<file path="src/rtl/sws_pkg.sv">
`timescale 1ns / 1ps
// Shared types and constants for the sliding window sender.
// No dependencies; used by every rtl file through scoped names.
package sws_pkg;

  localparam int unsigned SEQ_W  = 32;
  localparam int unsigned KIND_W = 2;
  localparam int unsigned MODE_W = 2;
  localparam int unsigned WIN_W  = 6;
  localparam int unsigned CFG_W  = 32;
  localparam int unsigned IDX_W  = 2;
  localparam int unsigned OUSR_W = 3;

  localparam logic [KIND_W-1:0] KIND_START = 2'd0;
  localparam logic [KIND_W-1:0] KIND_ACK   = 2'd1;

  localparam logic [MODE_W-1:0] MODE_CREDIT = 2'd0;
  localparam logic [MODE_W-1:0] MODE_ANY    = 2'd1;

  localparam logic [IDX_W-1:0] REG_MODE   = 2'd0;
  localparam logic [IDX_W-1:0] REG_WINDOW = 2'd1;
  localparam logic [IDX_W-1:0] REG_FRAMES = 2'd2;

  typedef enum logic [2:0] {
    ST_IDLE,
    ST_RETIRE,
    ST_MEASURE,
    ST_PLAN,
    ST_EMIT
  } ctrl_state_e;

  typedef enum logic [1:0] {
    OP_STATUS,
    OP_FILL,
    OP_RESEND
  } op_e;

  typedef struct packed {
    logic load;
    logic retire;
    logic measure;
    logic plan;
    logic emit;
  } cmd_t;

  typedef struct packed {
    logic out_free;
    logic emit_last;
  } sts_t;

endpackage

</file>
<file path="src/rtl/sws_ctrl.sv">
`timescale 1ns / 1ps
// Controller state machine: sequences retire, measure, plan and emit steps.
// Depends on sws_pkg; drives the datapath through cmd_t and reads sts_t.
module sws_ctrl (
  input  logic          clk_i,
  input  logic          rst_ni,
  input  logic          in_valid_i,
  output logic          in_ready_o,
  input  sws_pkg::sts_t sts_i,
  output sws_pkg::cmd_t cmd_o
);

  sws_pkg::ctrl_state_e state_q, state_d;

  always_ff @(posedge clk_i or negedge rst_ni) begin
    if (!rst_ni) begin
      state_q <= sws_pkg::ST_IDLE;
    end else begin
      state_q <= state_d;
    end
  end

  always_comb begin
    state_d    = state_q;
    cmd_o      = '0;
    in_ready_o = 1'b0;
    case (state_q)
      sws_pkg::ST_IDLE: begin
        in_ready_o = 1'b1;
        if (in_valid_i) begin
          cmd_o.load = 1'b1;
          state_d    = sws_pkg::ST_RETIRE;
        end
      end
      sws_pkg::ST_RETIRE: begin
        cmd_o.retire = 1'b1;
        state_d      = sws_pkg::ST_MEASURE;
      end
      sws_pkg::ST_MEASURE: begin
        cmd_o.measure = 1'b1;
        state_d       = sws_pkg::ST_PLAN;
      end
      sws_pkg::ST_PLAN: begin
        cmd_o.plan = 1'b1;
        state_d    = sws_pkg::ST_EMIT;
      end
      sws_pkg::ST_EMIT: begin
        if (sts_i.out_free) begin
          cmd_o.emit = 1'b1;
          if (sts_i.emit_last) begin
            state_d = sws_pkg::ST_IDLE;
          end
        end
      end
      default: begin
        state_d = sws_pkg::ST_IDLE;
      end
    endcase
  end

endmodule

</file>
<file path="src/rtl/sws_dp.sv">
`timescale 1ns / 1ps
// Datapath: config registers, window pointers, burst planning and output register.
// Depends on sws_pkg; steered by sws_ctrl through cmd_t.
module sws_dp #(
  parameter int unsigned WIN_MAX = 32
) (
  input  logic                        clk_i,
  input  logic                        rst_ni,
  input  logic                        cfg_we_i,
  input  logic [sws_pkg::IDX_W-1:0]   cfg_idx_i,
  input  logic [sws_pkg::CFG_W-1:0]   cfg_wdata_i,
  input  logic [sws_pkg::KIND_W-1:0]  in_kind_i,
  input  logic [sws_pkg::SEQ_W-1:0]   in_ack_i,
  input  logic                        out_ready_i,
  output logic                        out_valid_o,
  output logic [sws_pkg::SEQ_W-1:0]   out_seq_o,
  output logic [sws_pkg::OUSR_W-1:0]  out_user_o,
  output logic                        out_last_o,
  input  sws_pkg::cmd_t               cmd_i,
  output sws_pkg::sts_t               sts_o
);

  localparam int unsigned CW = $clog2(WIN_MAX + 1);
  localparam logic [CW-1:0] WM = CW'(WIN_MAX);
  localparam logic [sws_pkg::SEQ_W-1:0] WM32 = sws_pkg::SEQ_W'(WIN_MAX);

  logic [sws_pkg::MODE_W-1:0] mode_q;
  logic [sws_pkg::WIN_W-1:0]  win_q;
  logic [sws_pkg::SEQ_W-1:0]  frames_q;

  logic [sws_pkg::KIND_W-1:0] kind_q;
  logic [sws_pkg::SEQ_W-1:0]  ack_q;

  logic [sws_pkg::SEQ_W-1:0]  base_q, next_q, seq_q;
  logic                       done_q, started_q, upd_q, left_le_q;
  sws_pkg::op_e               op_q;
  logic [CW-1:0]              outst_q, left_sat_q, cnt_q;

  logic                       out_vld_q, out_has_q, out_rs_q, out_fin_q, out_last_q;
  logic [sws_pkg::SEQ_W-1:0]  out_seq_q;

  // combinational helpers
  logic                       cumulative;
  logic [sws_pkg::SEQ_W-1:0]  outst_full, left_full, win32;
  logic [CW-1:0]              w_eff, room, fill_cnt, plan_cnt, emit_inc;
  logic [CW:0]                outst_after;
  logic                       all_sent, done_d;

  assign cumulative = !(mode_q == sws_pkg::MODE_CREDIT || mode_q == sws_pkg::MODE_ANY);
  assign outst_full = next_q - base_q;
  assign left_full  = frames_q - next_q;
  assign win32      = sws_pkg::SEQ_W'(win_q);

  always_comb begin
    if (win_q == '0) begin
      w_eff = CW'(1);
    end else if (win32 > WM32) begin
      w_eff = WM;
    end else begin
      w_eff = win32[CW-1:0];
    end
    room        = (outst_q < w_eff) ? (w_eff - outst_q) : '0;
    fill_cnt    = (room < left_sat_q) ? room : left_sat_q;
    case (op_q)
      sws_pkg::OP_FILL:   plan_cnt = fill_cnt;
      sws_pkg::OP_RESEND: plan_cnt = outst_q;
      default:            plan_cnt = '0;
    endcase
    emit_inc    = (op_q == sws_pkg::OP_FILL) ? fill_cnt : '0;
    outst_after = {1'b0, outst_q} + {1'b0, emit_inc};
    all_sent    = left_le_q && (left_sat_q <= emit_inc);
    done_d      = done_q | (upd_q && all_sent &&
                  (mode_q == sws_pkg::MODE_CREDIT || outst_after == '0));
  end

  assign sts_o.out_free  = !out_vld_q || out_ready_i;
  assign sts_o.emit_last = (cnt_q <= CW'(1));

  always_ff @(posedge clk_i or negedge rst_ni) begin
    if (!rst_ni) begin
      mode_q    <= sws_pkg::MODE_CREDIT;
      win_q     <= sws_pkg::WIN_W'(1);
      frames_q  <= '0;
      base_q    <= '0;
      next_q    <= '0;
      done_q    <= 1'b0;
      started_q <= 1'b0;
      upd_q     <= 1'b0;
      op_q      <= sws_pkg::OP_STATUS;
      out_vld_q <= 1'b0;
    end else begin
      if (cfg_we_i) begin
        case (cfg_idx_i)
          sws_pkg::REG_MODE:   mode_q   <= cfg_wdata_i[sws_pkg::MODE_W-1:0];
          sws_pkg::REG_WINDOW: win_q    <= cfg_wdata_i[sws_pkg::WIN_W-1:0];
          sws_pkg::REG_FRAMES: frames_q <= cfg_wdata_i[sws_pkg::SEQ_W-1:0];
          default: ;
        endcase
      end

      if (cmd_i.retire) begin
        if (kind_q == sws_pkg::KIND_START) begin
          base_q    <= '0;
          next_q    <= '0;
          done_q    <= 1'b0;
          started_q <= 1'b1;
          upd_q     <= 1'b1;
          op_q      <= sws_pkg::OP_FILL;
        end else if (started_q && !done_q) begin
          upd_q <= 1'b1;
          if (kind_q == sws_pkg::KIND_ACK) begin
            if (!cumulative) begin
              if (outst_full != '0) begin
                base_q <= base_q + 1'b1;
              end
              op_q <= sws_pkg::OP_FILL;
            end else if ((ack_q - base_q) < outst_full) begin
              base_q <= ack_q + 1'b1;
              op_q   <= sws_pkg::OP_FILL;
            end else begin
              op_q <= sws_pkg::OP_STATUS;
            end
          end else begin
            op_q <= (mode_q != sws_pkg::MODE_CREDIT) ? sws_pkg::OP_RESEND
                                                     : sws_pkg::OP_STATUS;
          end
        end else begin
          upd_q <= 1'b0;
          op_q  <= sws_pkg::OP_STATUS;
        end
      end

      if (cmd_i.plan) begin
        done_q <= done_d;
      end

      if (cmd_i.emit && (cnt_q != '0) && (op_q == sws_pkg::OP_FILL)) begin
        next_q <= next_q + 1'b1;
      end

      if (cmd_i.emit) begin
        out_vld_q <= 1'b1;
      end else if (out_ready_i) begin
        out_vld_q <= 1'b0;
      end
    end
  end

  // payload registers
  always_ff @(posedge clk_i) begin
    if (cmd_i.load) begin
      kind_q <= in_kind_i;
      ack_q  <= in_ack_i;
    end
    if (cmd_i.measure) begin
      outst_q <= (outst_full > WM32) ? WM : outst_full[CW-1:0];
      if (next_q < frames_q) begin
        left_le_q  <= (left_full <= WM32);
        left_sat_q <= (left_full <= WM32) ? left_full[CW-1:0] : WM;
      end else begin
        left_le_q  <= 1'b1;
        left_sat_q <= '0;
      end
    end
    if (cmd_i.plan) begin
      cnt_q <= plan_cnt;
      seq_q <= (op_q == sws_pkg::OP_FILL) ? next_q : base_q;
    end
    if (cmd_i.emit) begin
      out_has_q  <= (cnt_q != '0);
      out_seq_q  <= (cnt_q != '0) ? seq_q : '0;
      out_rs_q   <= (cnt_q != '0) && (op_q == sws_pkg::OP_RESEND);
      out_fin_q  <= done_q;
      out_last_q <= (cnt_q <= CW'(1));
      if (cnt_q != '0) begin
        cnt_q <= cnt_q - 1'b1;
        seq_q <= seq_q + 1'b1;
      end
    end
  end

  assign out_valid_o = out_vld_q;
  assign out_seq_o   = out_seq_q;
  assign out_user_o  = {out_fin_q, out_rs_q, out_has_q};
  assign out_last_o  = out_last_q;

endmodule

</file>
<file path="src/rtl/sliding_window_sender.sv">
`timescale 1ns / 1ps
// Sliding window sender, top level: controller plus datapath.
// Depends on sws_pkg, sws_ctrl and sws_dp.
//
// Usage: program mode, window_size and frame_count on the cfg write port
// while idle, then send events on the slave stream (tuser = kind: start,
// ack or timeout; tdata = ack sequence). Each event yields a burst on the
// master stream: one transfer per frame to transmit, or one status
// transfer, with tlast on the final one of the burst.
// The first result follows the event transfer through the retire,
// measure and plan steps, then the output register load.
// Results leave at one per cycle while the receiver keeps tready high.
// The event channel is ready again once the last result is loaded and
// may take a new event while that result still waits.
// A stalled receiver holds the output register; the burst resumes when
// tready returns. Reset clears the config to its defaults, the window
// pointers, the done and started flags and the output valid flag.
module sliding_window_sender #(
  parameter int unsigned WIN_MAX = 32
) (
  input  logic                              clk_i,
  input  logic                              rst_ni,
  input  logic                              cfg_we_i,
  input  logic [sws_pkg::IDX_W-1:0]         cfg_idx_i,
  input  logic [sws_pkg::CFG_W-1:0]         cfg_wdata_i,
  input  logic                              s_axis_tvalid,
  output logic                              s_axis_tready,
  input  logic [sws_pkg::SEQ_W-1:0]         s_axis_tdata,   // [31:0] ack_seq
  input  logic [sws_pkg::KIND_W-1:0]        s_axis_tuser,   // [1:0] kind
  output logic                              m_axis_tvalid,
  input  logic                              m_axis_tready,
  output logic [sws_pkg::SEQ_W-1:0]         m_axis_tdata,   // [31:0] frame_seq
  output logic [sws_pkg::OUSR_W-1:0]        m_axis_tuser,   // [0] has_frame, [1] resend,
                                                            // [2] finished
  output logic                              m_axis_tlast
);

  sws_pkg::cmd_t cmd;
  sws_pkg::sts_t sts;

  sws_ctrl u_ctrl (
    .clk_i      (clk_i),
    .rst_ni     (rst_ni),
    .in_valid_i (s_axis_tvalid),
    .in_ready_o (s_axis_tready),
    .sts_i      (sts),
    .cmd_o      (cmd)
  );

  sws_dp #(
    .WIN_MAX (WIN_MAX)
  ) u_dp (
    .clk_i       (clk_i),
    .rst_ni      (rst_ni),
    .cfg_we_i    (cfg_we_i),
    .cfg_idx_i   (cfg_idx_i),
    .cfg_wdata_i (cfg_wdata_i),
    .in_kind_i   (s_axis_tuser),
    .in_ack_i    (s_axis_tdata),
    .out_ready_i (m_axis_tready),
    .out_valid_o (m_axis_tvalid),
    .out_seq_o   (m_axis_tdata),
    .out_user_o  (m_axis_tuser),
    .out_last_o  (m_axis_tlast),
    .cmd_i       (cmd),
    .sts_o       (sts)
  );

endmodule

</file>
<file path="config.mk">
export PLATFORM = sky130hd
export DESIGN_NAME = sliding_window_sender
export DESIGN_NICKNAME = d
export VERILOG_FILES = /design/src/rtl/sws_pkg.sv /design/src/rtl/sws_ctrl.sv /design/src/rtl/sws_dp.sv /design/src/rtl/sliding_window_sender.sv
export SDC_FILE = /design/constraint.sdc
export NUM_CORES = 1
export LEC_CHECK = 0
export BUFFER_PORTS_ARGS = -buffer_cell sky130_fd_sc_hd__buf_2
export CORE_ASPECT_RATIO = 1.2
export CORE_MARGIN = 3
export CORE_UTILIZATION = 36
export CTS_CLUSTER_DIAMETER = 50
export DETAILED_ROUTE_END_ITERATION = 16
export SYNTH_ARGS = -nofsm -noshare
export SYNTH_HDL_FRONTEND = slang
export SYNTH_SLANG_ARGS = --single-unit
</file>
<file path="constraint.sdc">
create_clock -name clk_i -period 5.1 [get_ports clk_i]
set_input_delay 0 -clock clk_i [delete_from_list [all_inputs] [get_ports clk_i]]
set_output_delay 0 -clock clk_i [all_outputs]
set_load 0.05 [all_outputs]
</file>
==> run metrics, run 1 <==
clock skew 0.03876 ns; Startpoint Class register; DRC 0; Detailed Route WL 59.84 mm; Synth top area share 0.1542; pre-CTS setup slack -0.3950 ns; CP most frequent cell a21oi_2; first-pass GRT wire length 92.57 mm; Pleak 9.577 nW; Crit path largest cell delay 0.41 ns; top-count cell post-synth ha_1; Syn Area/Cell 8.904 sq um; r2r setup slk -0.12 ns; share of cells above drive strength 1 0.1928; Buffers on Ports 110; synth cell count leaders ha_1, a21oi_1, nand2_1; CP delay by family, top compound AO/OA/AOI/OAI gates; slowest library cell on the worst path edfxtp_1; Detailed Routing Iterations Pass 1 5; area delta synth->final 24.60%; outcome complete, but fails checks; Yosys warning count 0; Fill cells 4662; kind of critical path register to register; Via density 5.659; CP bufs+invs 5; part of the cycle the worst path needs 1.023; max-slew violation count 0; initial antenna violation count 0; Die Wd 211.2 um; worst-margin pin slew 1.014 ns; Final Setup Violations 32; TritonCTS clock tree done; clock root buffer clkbuf_16; Yosys reg bits 234; antenna cells 0; initial DRC count 1237; GRT overflow 0; failing checks setup timing; vias 17018; IO Pins 111; Layout Nets 2576; Netlist cell types 99; Worst Hold Class primary input to asynchronous set/reset pin; setup ws final -0.1163 ns; starting density of the core 0.3669; Worst Path Max Fanout 8; CP endpoint kind register; Rows 89; Die Area 53250 sq um; Area after DPL 20150 sq um; synthesized area 18180 sq um; core area 49550 sq um; Synth area leaders dfrtp_1, edfxtp_1, ha_1; PD cells 597.1 nW/um^2; clock sinks 234; post-synthesis async set-or-reset flop share 0.4829; ys flop type dfrtp_1; sequential fraction of the synthesis area 0.3345; setup_tns -2.414 ns; Final HPWL DP 46.10 mm; Synth Instances 2042; maximum capacitance violations 0; H-tree Lvls 2; Max Clock Freq 191.7 MHz; post-DR wirelength/cell 19.90 um; GRT Resource Usage Total 0.2202; Synth area leader dfrtp_1; Die Ht 252.2 um; slew margin rel. 0.3240; largest net degree at the start of global routing 63; antenna viol nets, final 0; Fin. Hold Viols 0; vias in the first global route 16808; Post-synth EDFFs 83; syn_nets 2275; RSZ-0062 raised after global routing yes; CTS max path bufs 3; TritonCTS Buffers 35; Tmin final 5.216 ns; worst path required time 5.54 ns; Critical Path AT 5.65 ns; fin area 22650 sq um; routability cong. 0.9488; Worst-path clk slew 0.06 ns; later-pin clock latency in the skew report 0.56 ns; worst vdd rail ir drop 0.3177 mV
## path summary, 6_finish.rpt
path,startpoint,end,cells past startpoint
max reg2reg,u_dp.ack_q[0],u_dp.base_q[7],26
min in group clk_i,s_axis_tdata[5],u_dp.ack_q[5],2
min,rst_ni,u_dp.win_q[1],2
max,u_dp.ack_q[0],u_dp.base_q[7],26
min reg2reg,u_dp.started_q,u_dp.started_q,1
max in group asynchronous,rst_ni,u_dp.base_q[8],3
## flip-flops by register name (all words and copies together), names as in the netlist, 3 cells and up
| register | flops |
|---|---|
| u_dp.seq_q | 32 |
| u_dp.cnt_q | 6 |
| u_dp.ack_q | 32 |
| u_dp.out_seq_o | 32 |
| u_dp.outst_q | 6 |
| u_dp.base_q | 32 |
| u_dp.frames_q | 32 |
| u_dp.left_sat_q | 6 |
| u_ctrl.state_q | 3 |
| u_dp.next_q | 32 |
| u_dp.win_q | 6 |
## per-stage QoR
step                instances  utilization  power, mW  hold WS [ns]
detailed placement       2834       0.4065      10.42        0.1520
global route             3007       0.4572      14.55        0.1351
global placement         2834       0.4065      10.30        0.1350
floorplan                2042            -      8.113       -0.2956
CTS                      3003       0.4544      13.38        0.1070
finish                   3007       0.4572      13.53       0.09111
## per-layer routing
metal	global-route usage	vias up	wire, um
met5	0	-	0
met4	0.1043	0	3097
met3	0.03079	153	3013
met2	0.3910	487	29620
met1	0.2621	8134	24110
li1	-	8244	-
## power breakdown
group	switching (mW)	total [mW]	internal (mW)
logic	4.49	7.89	3.40
registers	0.533	3.11	2.58
clock network	0.958	2.53	1.57
total	5.98	13.5	7.54
## cells by family after synthesis
family          Yosys count  share of synthesized area
compound gates          619                     0.2332
simple gates            661                     0.1857
mux                      91                    0.05409
xor+xnor                 74                    0.03565
buf+inv                 203                    0.04459
fa+ha+maj               160                     0.1122
flops                   234                     0.3345
## layout make-up
class | count | area (sq um) | share of cell area
multi-input combinational | 1605 | 11550 | 0.5097
inverter | 129 | 484.2 | 0.02137
clock buffer | 41 | 919.6 | 0.04059
sequential | 234 | 6083 | 0.2685
timing repair buffer | 338 | 2525 | 0.1115
tap | 637 | 797.0 | 0.03518
clock inverter | 23 | 297.8 | 0.01314
## worst reg2reg max path, stage by stage (launching register included)
cell	delay, ns
edfxtp_1	0.41
inv_2	0.09
ha_4	0.13
inv_2	0.04
fa_2	0.33
a21o_1	0.18
a21oi_2	0.17
o21bai_2	0.09
a21oi_2	0.20
a311oi_2	0.16
a21oi_2	0.24
o21ai_2	0.09
a211oi_2	0.21
buf_4	0.16
nor2_4	0.04
a2111oi_4	0.34
o21bai_1	0.11
xor2_1	0.16
ha_2	0.33
nand4_1	0.10
or2_4	0.26
or3_4	0.37
o211ai_1	0.26
a21oi_4	0.06
buf_12	0.16
buf_4	0.13
mux2_4	0.28
## cells in the final DEF (no fill, tap or decap), drive strengths merged, types with 11 or more instances in the layout
master,instances
o21a,19
dfxtp,38
or3,18
o211ai,18
a31oi,29
mux2,45
a221oi,11
or2,20
dlygate4sd3,78
o31ai,28
inv,132
edfxtp,83
nand2,147
nor3,53
clkbuf,41
o211a,12
xor2,28
dfrtp,112
nor2,131
clkinv,12
a21oi,151
a21o,54
and2,53
o21ai,108
o22ai,19
o21bai,13
a211oi,38
mux2i,46
buf,260
o2bb2ai,25
nor4,13
and3,34
nand4,28
ha,155
nand3,77
a311oi,13
nand2b,26
nor2b,26
xnor2,46
## repair_timing
action,in CTS,in global routing
setup endpoints to repair,34,34
hold endpoints to repair,137,0
setup buffers,26,5
gates cloned,1,0
hold buffers,78,0
resized for setup,43,20
pin swaps,24,21
Power figures use the tool's default switching activity.
==> inputs of run 2 (changes only) <==
--- a/config.mk
+++ b/config.mk
@@ -8,9 +8,11 @@
 export BUFFER_PORTS_ARGS = -buffer_cell sky130_fd_sc_hd__buf_2
 export CORE_ASPECT_RATIO = 1.2
 export CORE_MARGIN = 3
-export CORE_UTILIZATION = 36
+export CORE_UTILIZATION = 50
 export CTS_CLUSTER_DIAMETER = 50
 export DETAILED_ROUTE_END_ITERATION = 16
+export GPL_ROUTABILITY_DRIVEN = 0
+export PLACE_DENSITY = 0.7
 export SYNTH_ARGS = -nofsm -noshare
 export SYNTH_HDL_FRONTEND = slang
 export SYNTH_SLANG_ARGS = --single-unit
==> run 2 against run 1 <==
The flow now finishes without violations. Sequential share of layout area up 0.96 points. Worst hold slack better by 0.027 ns. Setup slack better by 0.12 ns. Register-to-register slack better by 0.12 ns. Critical path type unchanged. Largest power group unchanged.
==> run metrics, run 2 (same netlist as run 1, synthesis figures left out) <==
outcome finished, final reports clean; Worst-path clk slew 0.06 ns (about the same); maximum capacitance violations 0 (unchanged); later-pin clock latency in the skew report 0.57 ns (about the same); share of cells above drive strength 1 0.1788 (-0.01401); core area 35380 sq um (-29%); GRT Resource Usage Total 0.2705 (+0.05033); slew margin rel. 0.3057 (-0.01824); RR Endpoint u_dp.base_q[4]; Via density 6.148 (+8.6%); Final Setup Violations 0 (-100%); origin of the critical flop-to-flop path u_dp.ack_q[0]; most frequent cells in the layout ha_1, nand2_1, a21oi_1; fin area 21870 sq um (-3.5%); Pleak 9.205 nW (-3.9%); largest net degree at the start of global routing 64 (+1.6%); TritonCTS clock tree done; Rows 75 (-16%); PD cells 579.6 nW/um^2 (-2.9%); most common cell after layout, fill and taps aside ha_1; part of the cycle the worst path needs 0.9986 (-0.02423); post-DR wirelength/cell 19.66 um (-1.2%); GRT overflow 0 (unchanged); vias in the first global route 16613 (-1.2%); worst-margin pin slew 1.032 ns (+0.01785 ns); first-pass GRT wire length 85.88 mm (-7.2%); worst vdd rail ir drop 0.3481 mV (+9.6%); Area after DPL 19700 sq um (-2.2%); pre-CTS setup slack -0.3098 ns (+0.08519 ns); slowest library cell on the worst path edfxtp_1; starting density of the core 0.5139 (+0.1470); clock sinks 234 (unchanged); Critical Path AT 5.54 ns (-0.11 ns); initial DRC count 1509 (+22%); Die Ht 214.9 um (-15%); Buffers on Ports 110 (unchanged); Detailed Route WL 54.39 mm (-9.1%); Worst Path Max Fanout 6 (-2); worst reg2reg path depth 26 (unchanged); Tmin final 5.093 ns (-0.1236 ns); antenna viol nets, final 0 (unchanged); antenna cells 0 (unchanged); Layout Nets 2515 (-2.4%); worst path required time 5.54 ns (about the same); final core occ 0.6182 (+0.1611); CP delay by family, top compound AO/OA/AOI/OAI gates; Max Clock Freq 196.4 MHz (+2.4%); initial antenna violation count 2 (+2); area delta synth->final 20.29%; Startpoint Class register; CP bufs+invs 4 (-1); r2r setup slk 0.007 ns (+0.12 ns); Detailed Routing Iterations Pass 1 5 (unchanged); dpl cells 2630 (-7.2%); critical path depth 26 (unchanged); Die Area 38700 sq um (-27%); TritonCTS Buffers 28 (-20%); Fin. Hold Viols 0 (unchanged); RSZ-0062 raised after global routing yes; max-slew violation count 0 (unchanged); Die Wd 180.1 um (-15%); Worst Hold Class primary input to asynchronous set/reset pin; clock skew 0.01343 ns (-0.02533 ns); Final HPWL DP 41.31 mm (-10%); Crit path largest cell delay 0.40 ns (about the same); CP endpoint kind register; DRC 0 (unchanged); CP most frequent cell a21oi_2; H-tree Lvls 1 (-1); setup ws final 0.007313 ns (+0.1236 ns); Post-Layout Cell Count 2766 (-8.0%); CTS max path bufs 3 (unchanged); clock root buffer clkbuf_16; IO Pins 111 (unchanged); vias 17005 (-0.076%); kind of critical path register to register
-- run 2: cell count changes in the layout (fill, tap and decap cells not counted), moves of 4 or more --
cell and change:
clkinvlp_4 +8, dlygate4sd3_1 -4, buf_4 -54, buf_6 +6
clkbuf_1 -4, clkbuf_16 -8, clkinv_2 -4, o22ai_1 -7
o22ai_2 +5
-- run 2: worst register-to-register path, stage by stage (launching register included) --
cell and delay, ns:
edfxtp_1 0.40, inv_1 0.07, ha_2 0.18, inv_2 0.04, fa_2 0.33, a21o_1 0.18
a21oi_2 0.17, o21bai_2 0.10, a21oi_2 0.19, a311oi_2 0.17, a21oi_2 0.21, o21ai_2 0.09
a211oi_2 0.18, buf_4 0.16, nor2_4 0.05, a2111oi_4 0.28, o21bai_1 0.11, xor2_1 0.15
ha_2 0.31, nand4_1 0.11, or2_4 0.25, or3_4 0.39, o211ai_1 0.16, buf_4 0.18
a21oi_4 0.08, o22ai_1 0.21, o2bb2a_2 0.23
-- run 2: how the worst max path moves through the flow --
| stage | start | end | slack, ns |
|---|---|---|---|
| finish | u_dp.ack_q[0] | u_dp.base_q[4] | 0.007 |
| global route | u_dp.ack_q[0] | u_dp.base_q[8] | -0.25 |
| CTS | u_dp.ack_q[0] | u_dp.base_q[4] | -0.02 |
| detailed placement | u_dp.ack_q[0] | u_dp.base_q[26] | -0.31 |
| global placement | u_dp.ack_q[0] | u_dp.base_q[4] | -0.26 |
| floorplan | u_dp.ack_q[0] | u_dp.base_q[7] | 0.04 |
-- run 2: routing by layer --
layer	vias up	global-route usage	wire (um)
met5	-	0	34
met4	4	0.1403	3182
met3	182	0.03467	3550
met2	618	0.4731	26310
met1	8064	0.3262	21300
li1	8137	-	-
-- run 2: power breakdown --
group          internal [mW]  leakage, nW  switching, mW
combinational           3.18         6.26           4.34
sequential              2.58         2.51          0.524
clock                   1.19        0.437          0.878
-- run 2: cell type report --
class | instances | area [sq um]
clock buffer | 29 | 704.4
inverter | 129 | 484.2
timing repair buffer | 283 | 2087
multi-input combinational | 1606 | 11660
sequential | 234 | 6083
tap | 462 | 578.1
clock inverter | 23 | 270.3
fill | 2953 | 13510
-- run 2: repair_timing --
action                                 in CTS  in global routing
pin swaps                                  17                 25
gates cloned                                2                  0
buffers inserted                            6                  3
resized for setup                          36                 50
endpoints found under the hold margin     138                  0
hold buffers                               74                  0
setup endpoints to repair                  34                 34
-- run 2: through the flow --
| stage | total power, mW | hold slack (ns) | TNS [ns] |
|---|---|---|---|
| final | 12.68 | 0.1179 | 0 |
| after global routing | 13.62 | 0.1311 | -6.715 |
| after CTS | 12.40 | 0.1106 | -0.06633 |
| after detailed placement | 10.14 | 0.1781 | -8.204 |
| after global placement | 9.955 | 0.1641 | -6.731 |
| after floorplan | 8.113 | -0.2956 | 0 |
==> inputs of run 3 (changes only) <==
--- a/config.mk
+++ b/config.mk
@@ -6,13 +6,16 @@
 export NUM_CORES = 1
 export LEC_CHECK = 0
 export BUFFER_PORTS_ARGS = -buffer_cell sky130_fd_sc_hd__buf_2
+export CELL_PAD_IN_SITES_DETAIL_PLACEMENT = 1
+export CELL_PAD_IN_SITES_GLOBAL_PLACEMENT = 1
 export CORE_ASPECT_RATIO = 1.2
 export CORE_MARGIN = 3
-export CORE_UTILIZATION = 50
+export CORE_UTILIZATION = 43
 export CTS_CLUSTER_DIAMETER = 50
 export DETAILED_ROUTE_END_ITERATION = 16
 export GPL_ROUTABILITY_DRIVEN = 0
-export PLACE_DENSITY = 0.7
+export PLACE_DENSITY_LB_ADDON = 0.1
 export SYNTH_ARGS = -nofsm -noshare
 export SYNTH_HDL_FRONTEND = slang
+export SYNTH_HIERARCHICAL = 1
 export SYNTH_SLANG_ARGS = --single-unit
==> run 3 against run 2 <==
Fmax up 3.6%. Die area up 17%. Synthesized area up 1.3%. Wire length up 23%. Utilization down 9.3 points. First-iteration DRC count down 28%. Setup slack better by 0.18 ns. Non-clock buffer count up 4.
==> run metrics, run 3 <==
outcome finished, final reports clean; TritonCTS clock tree done; Critical Path AT 5.36 ns (-0.18 ns); setup_tns 0 ns (unchanged); top-count cell post-synth nand2_1; part of the cycle the worst path needs 0.9641 (-0.03450); synth cell count leaders nand2_1, nor2_1, ha_1; synthesized area 18420 sq um (+1.3%); TritonCTS Buffers 35 (+25%); Syn Area/Cell 8.715 sq um (-2.1%); Worst-path clk slew 0.06 ns (about the same); Final HPWL DP 51.29 mm (+24%); clock root buffer clkbuf_16; r2r setup slk 0.18 ns (+0.18 ns); worst reg2reg path depth 21 (-19%); initial DRC count 1081 (-28%); sequential fraction of the synthesis area 0.3301 (-0.004407); clock skew 0.01859 ns (+0.005156 ns); Detailed Route WL 66.83 mm (+23%); IO Pins 111 (unchanged); maximum capacitance violations 0 (unchanged); post-DR wirelength/cell 22.86 um (+16%); Final Setup Violations 0 (unchanged); ys flop type dfrtp_1; Die Area 45380 sq um (+17%); largest family of logic cells by synthesized area compound AO/OA/AOI/OAI gates; Via density 5.975 (-2.8%); Synth area leaders dfrtp_1, edfxtp_1, ha_1; post-synthesis mux area share 0.05311 (-0.0009843); largest net degree at the start of global routing 70 (+9.4%); Max Clock Freq 203.4 MHz (+3.6%); Yosys reg bits 234 (unchanged); Startpoint Class register; Worst Hold Class primary input to asynchronous set/reset pin; Worst Path Max Fanout 12 (+6); later-pin clock latency in the skew report 0.55 ns (-0.02 ns); area delta synth->final 19.88%; Die Wd 195.0 um (+8.3%); post-synthesis adder-cell area fraction 0.1121 (-0.0001196); Fin. Hold Viols 0 (unchanged); max-slew violation count 0 (unchanged); Synth area leader dfrtp_1; Pleak 9.551 nW (+3.8%); xor and xnor area share after synthesis 0.04374 (+0.008087); simple-gate share of the synthesized area 0.1961 (+0.01032); GRT Resource Usage Total 0.2872 (+0.01670); CTS max path bufs 3 (unchanged); origin of the critical flop-to-flop path u_dp/base_q[0]; initial antenna violation count 0 (-2); worst-margin pin slew 1.136 ns (+0.1044 ns); Synth Instances 2114 (+3.5%); Buffers on Ports 110 (unchanged); Layout Nets 2585 (+2.8%); setup ws final 0.1833 ns (+0.1759 ns); worst path required time 5.54 ns (about the same); dpl cells 2778 (+5.6%); Rows 82 (+9.3%); Fin Hold WS 0.03946 ns (-0.07843 ns); kind of critical path register to register; RR Endpoint u_dp/base_q[3]; Synth top area share 0.1521 (-0.002031); post-synthesis async set-or-reset flop share 0.4829 (unchanged); vias in the first global route 18248 (+9.8%); Yosys warning count 6 (+6); GRT overflow 0 (unchanged); antenna viol nets, final 0 (unchanged); slew margin rel. 0.2374 (-0.06836); syn_nets 2349 (+3.3%); Die Ht 232.8 um (+8.3%); Compound-Gate Fraction of Synth Area 0.2172 (-0.01604); vias 17466 (+2.7%); PD cells 579.1 nW/um^2 (about the same); most common cell after layout, fill and taps aside nand2_1; CP endpoint kind register; RSZ-0062 raised after global routing yes; DRC 0 (unchanged); core area 42070 sq um (+19%); fin area 22090 sq um (+0.98%); final core occ 0.5250 (-0.09317); Post-synth EDFFs 83 (unchanged); starting density of the core 0.4380 (-0.07593); most frequent cells in the layout nand2_1, nor2_1, ha_1; first-pass GRT wire length 103.2 mm (+20%); Netlist cell types 89 (-10%); antenna cells 0 (unchanged); clock sinks 234 (unchanged); Tmin final 4.917 ns (-0.1759 ns); share of cells above drive strength 1 0.1599 (-0.01895); total power draw 12.79 mW (+0.90%); Detailed Routing Iterations Pass 1 5 (unchanged); worst vdd rail ir drop 0.3620 mV (+4.0%); Area after DPL 20000 sq um (+1.5%); H-tree Lvls 2 (+1); Post-Layout Cell Count 2923 (+5.7%); pre-CTS setup slack -0.2243 ns (+0.08549 ns)
[run 3: what timing repair did]
action | 4_1_cts | 5_1_grt
hold endpoints to repair | 121 | 0
setup buffers | 1 | 8
pin swaps | 1 | 14
hold buffers | 72 | 0
gates resized for setup | 10 | 33
setup endpoints to repair | 31 | 35
[run 3: final cells by class]
class,count,area [sq um]
inverters,127,476.7
clock buffers,42,953.4
repair buffers,287,2069
well taps,546,683.2
multi-input cells,1665,11630
flip-flops and latches,234,6083
fillers,4955,19980
clock inverters,22,190.2
[run 3: worst max path at each step]
stage	startpoint	end	slack [ns]	depth (start not counted)
final	u_dp/base_q[0]	u_dp/base_q[3]	0.18	21
after global routing	u_dp/win_q[5]	u_dp/done_q	-0.04	22
after CTS	u_dp/win_q[3]	u_dp/done_q	0.05	23
after detailed placement	u_dp/win_q[3]	u_dp/done_q	-0.22	23
after global placement	u_dp/base_q[11]	u_dp/base_q[29]	0.07	21
after floorplan	u_dp/win_q[5]	u_dp/done_q	0.38	21
[run 3: per-layer routing]
metal  vias up  wire length (um)  global-route usage
met5         -                 0                   0
met4         0              2982              0.1248
met3       127              3151             0.03635
met2       436             32150              0.4937
met1      8636             28550              0.3635
li1       8267                 -                   -
[run 3: critical path, cell delays in order (launching register included)]
cell       delay [ns]
dfrtp_1          0.38
buf_4            0.15
ha_1             0.21
fa_1             0.39
nand2b_1         0.19
a21oi_1          0.17
buf_4            0.16
o211ai_1         0.22
a2111oi_2        0.42
nor2_1           0.16
a21oi_1          0.21
xor2_1           0.24
inv_1            0.07
ha_1             0.29
and4_1           0.22
o2111ai_1        0.13
a31o_2           0.26
a31oi_2          0.18
buf_6            0.20
buf_4            0.21
nor3_1           0.08
o2bb2ai_1        0.24
[run 3: kinds of logic (layout without fill, tap and decap cells)]
group                      count (synthesis)  in the layout
DFF                                      234            234
and+or+nand+nor                          725            725
muxes                                     92             92
AOI/OAI and AO/OA                        594            594
buffers and inverters                    215            478
adders and majority gates                162            162
xor gates and xnor gates                  92             92
[run 3: power by group]
part / switching [mW] / internal, mW
registers: 0.493 / 2.55
clock network: 0.963 / 1.41
logic: 4.47 / 2.91
total: 5.92 / 6.87
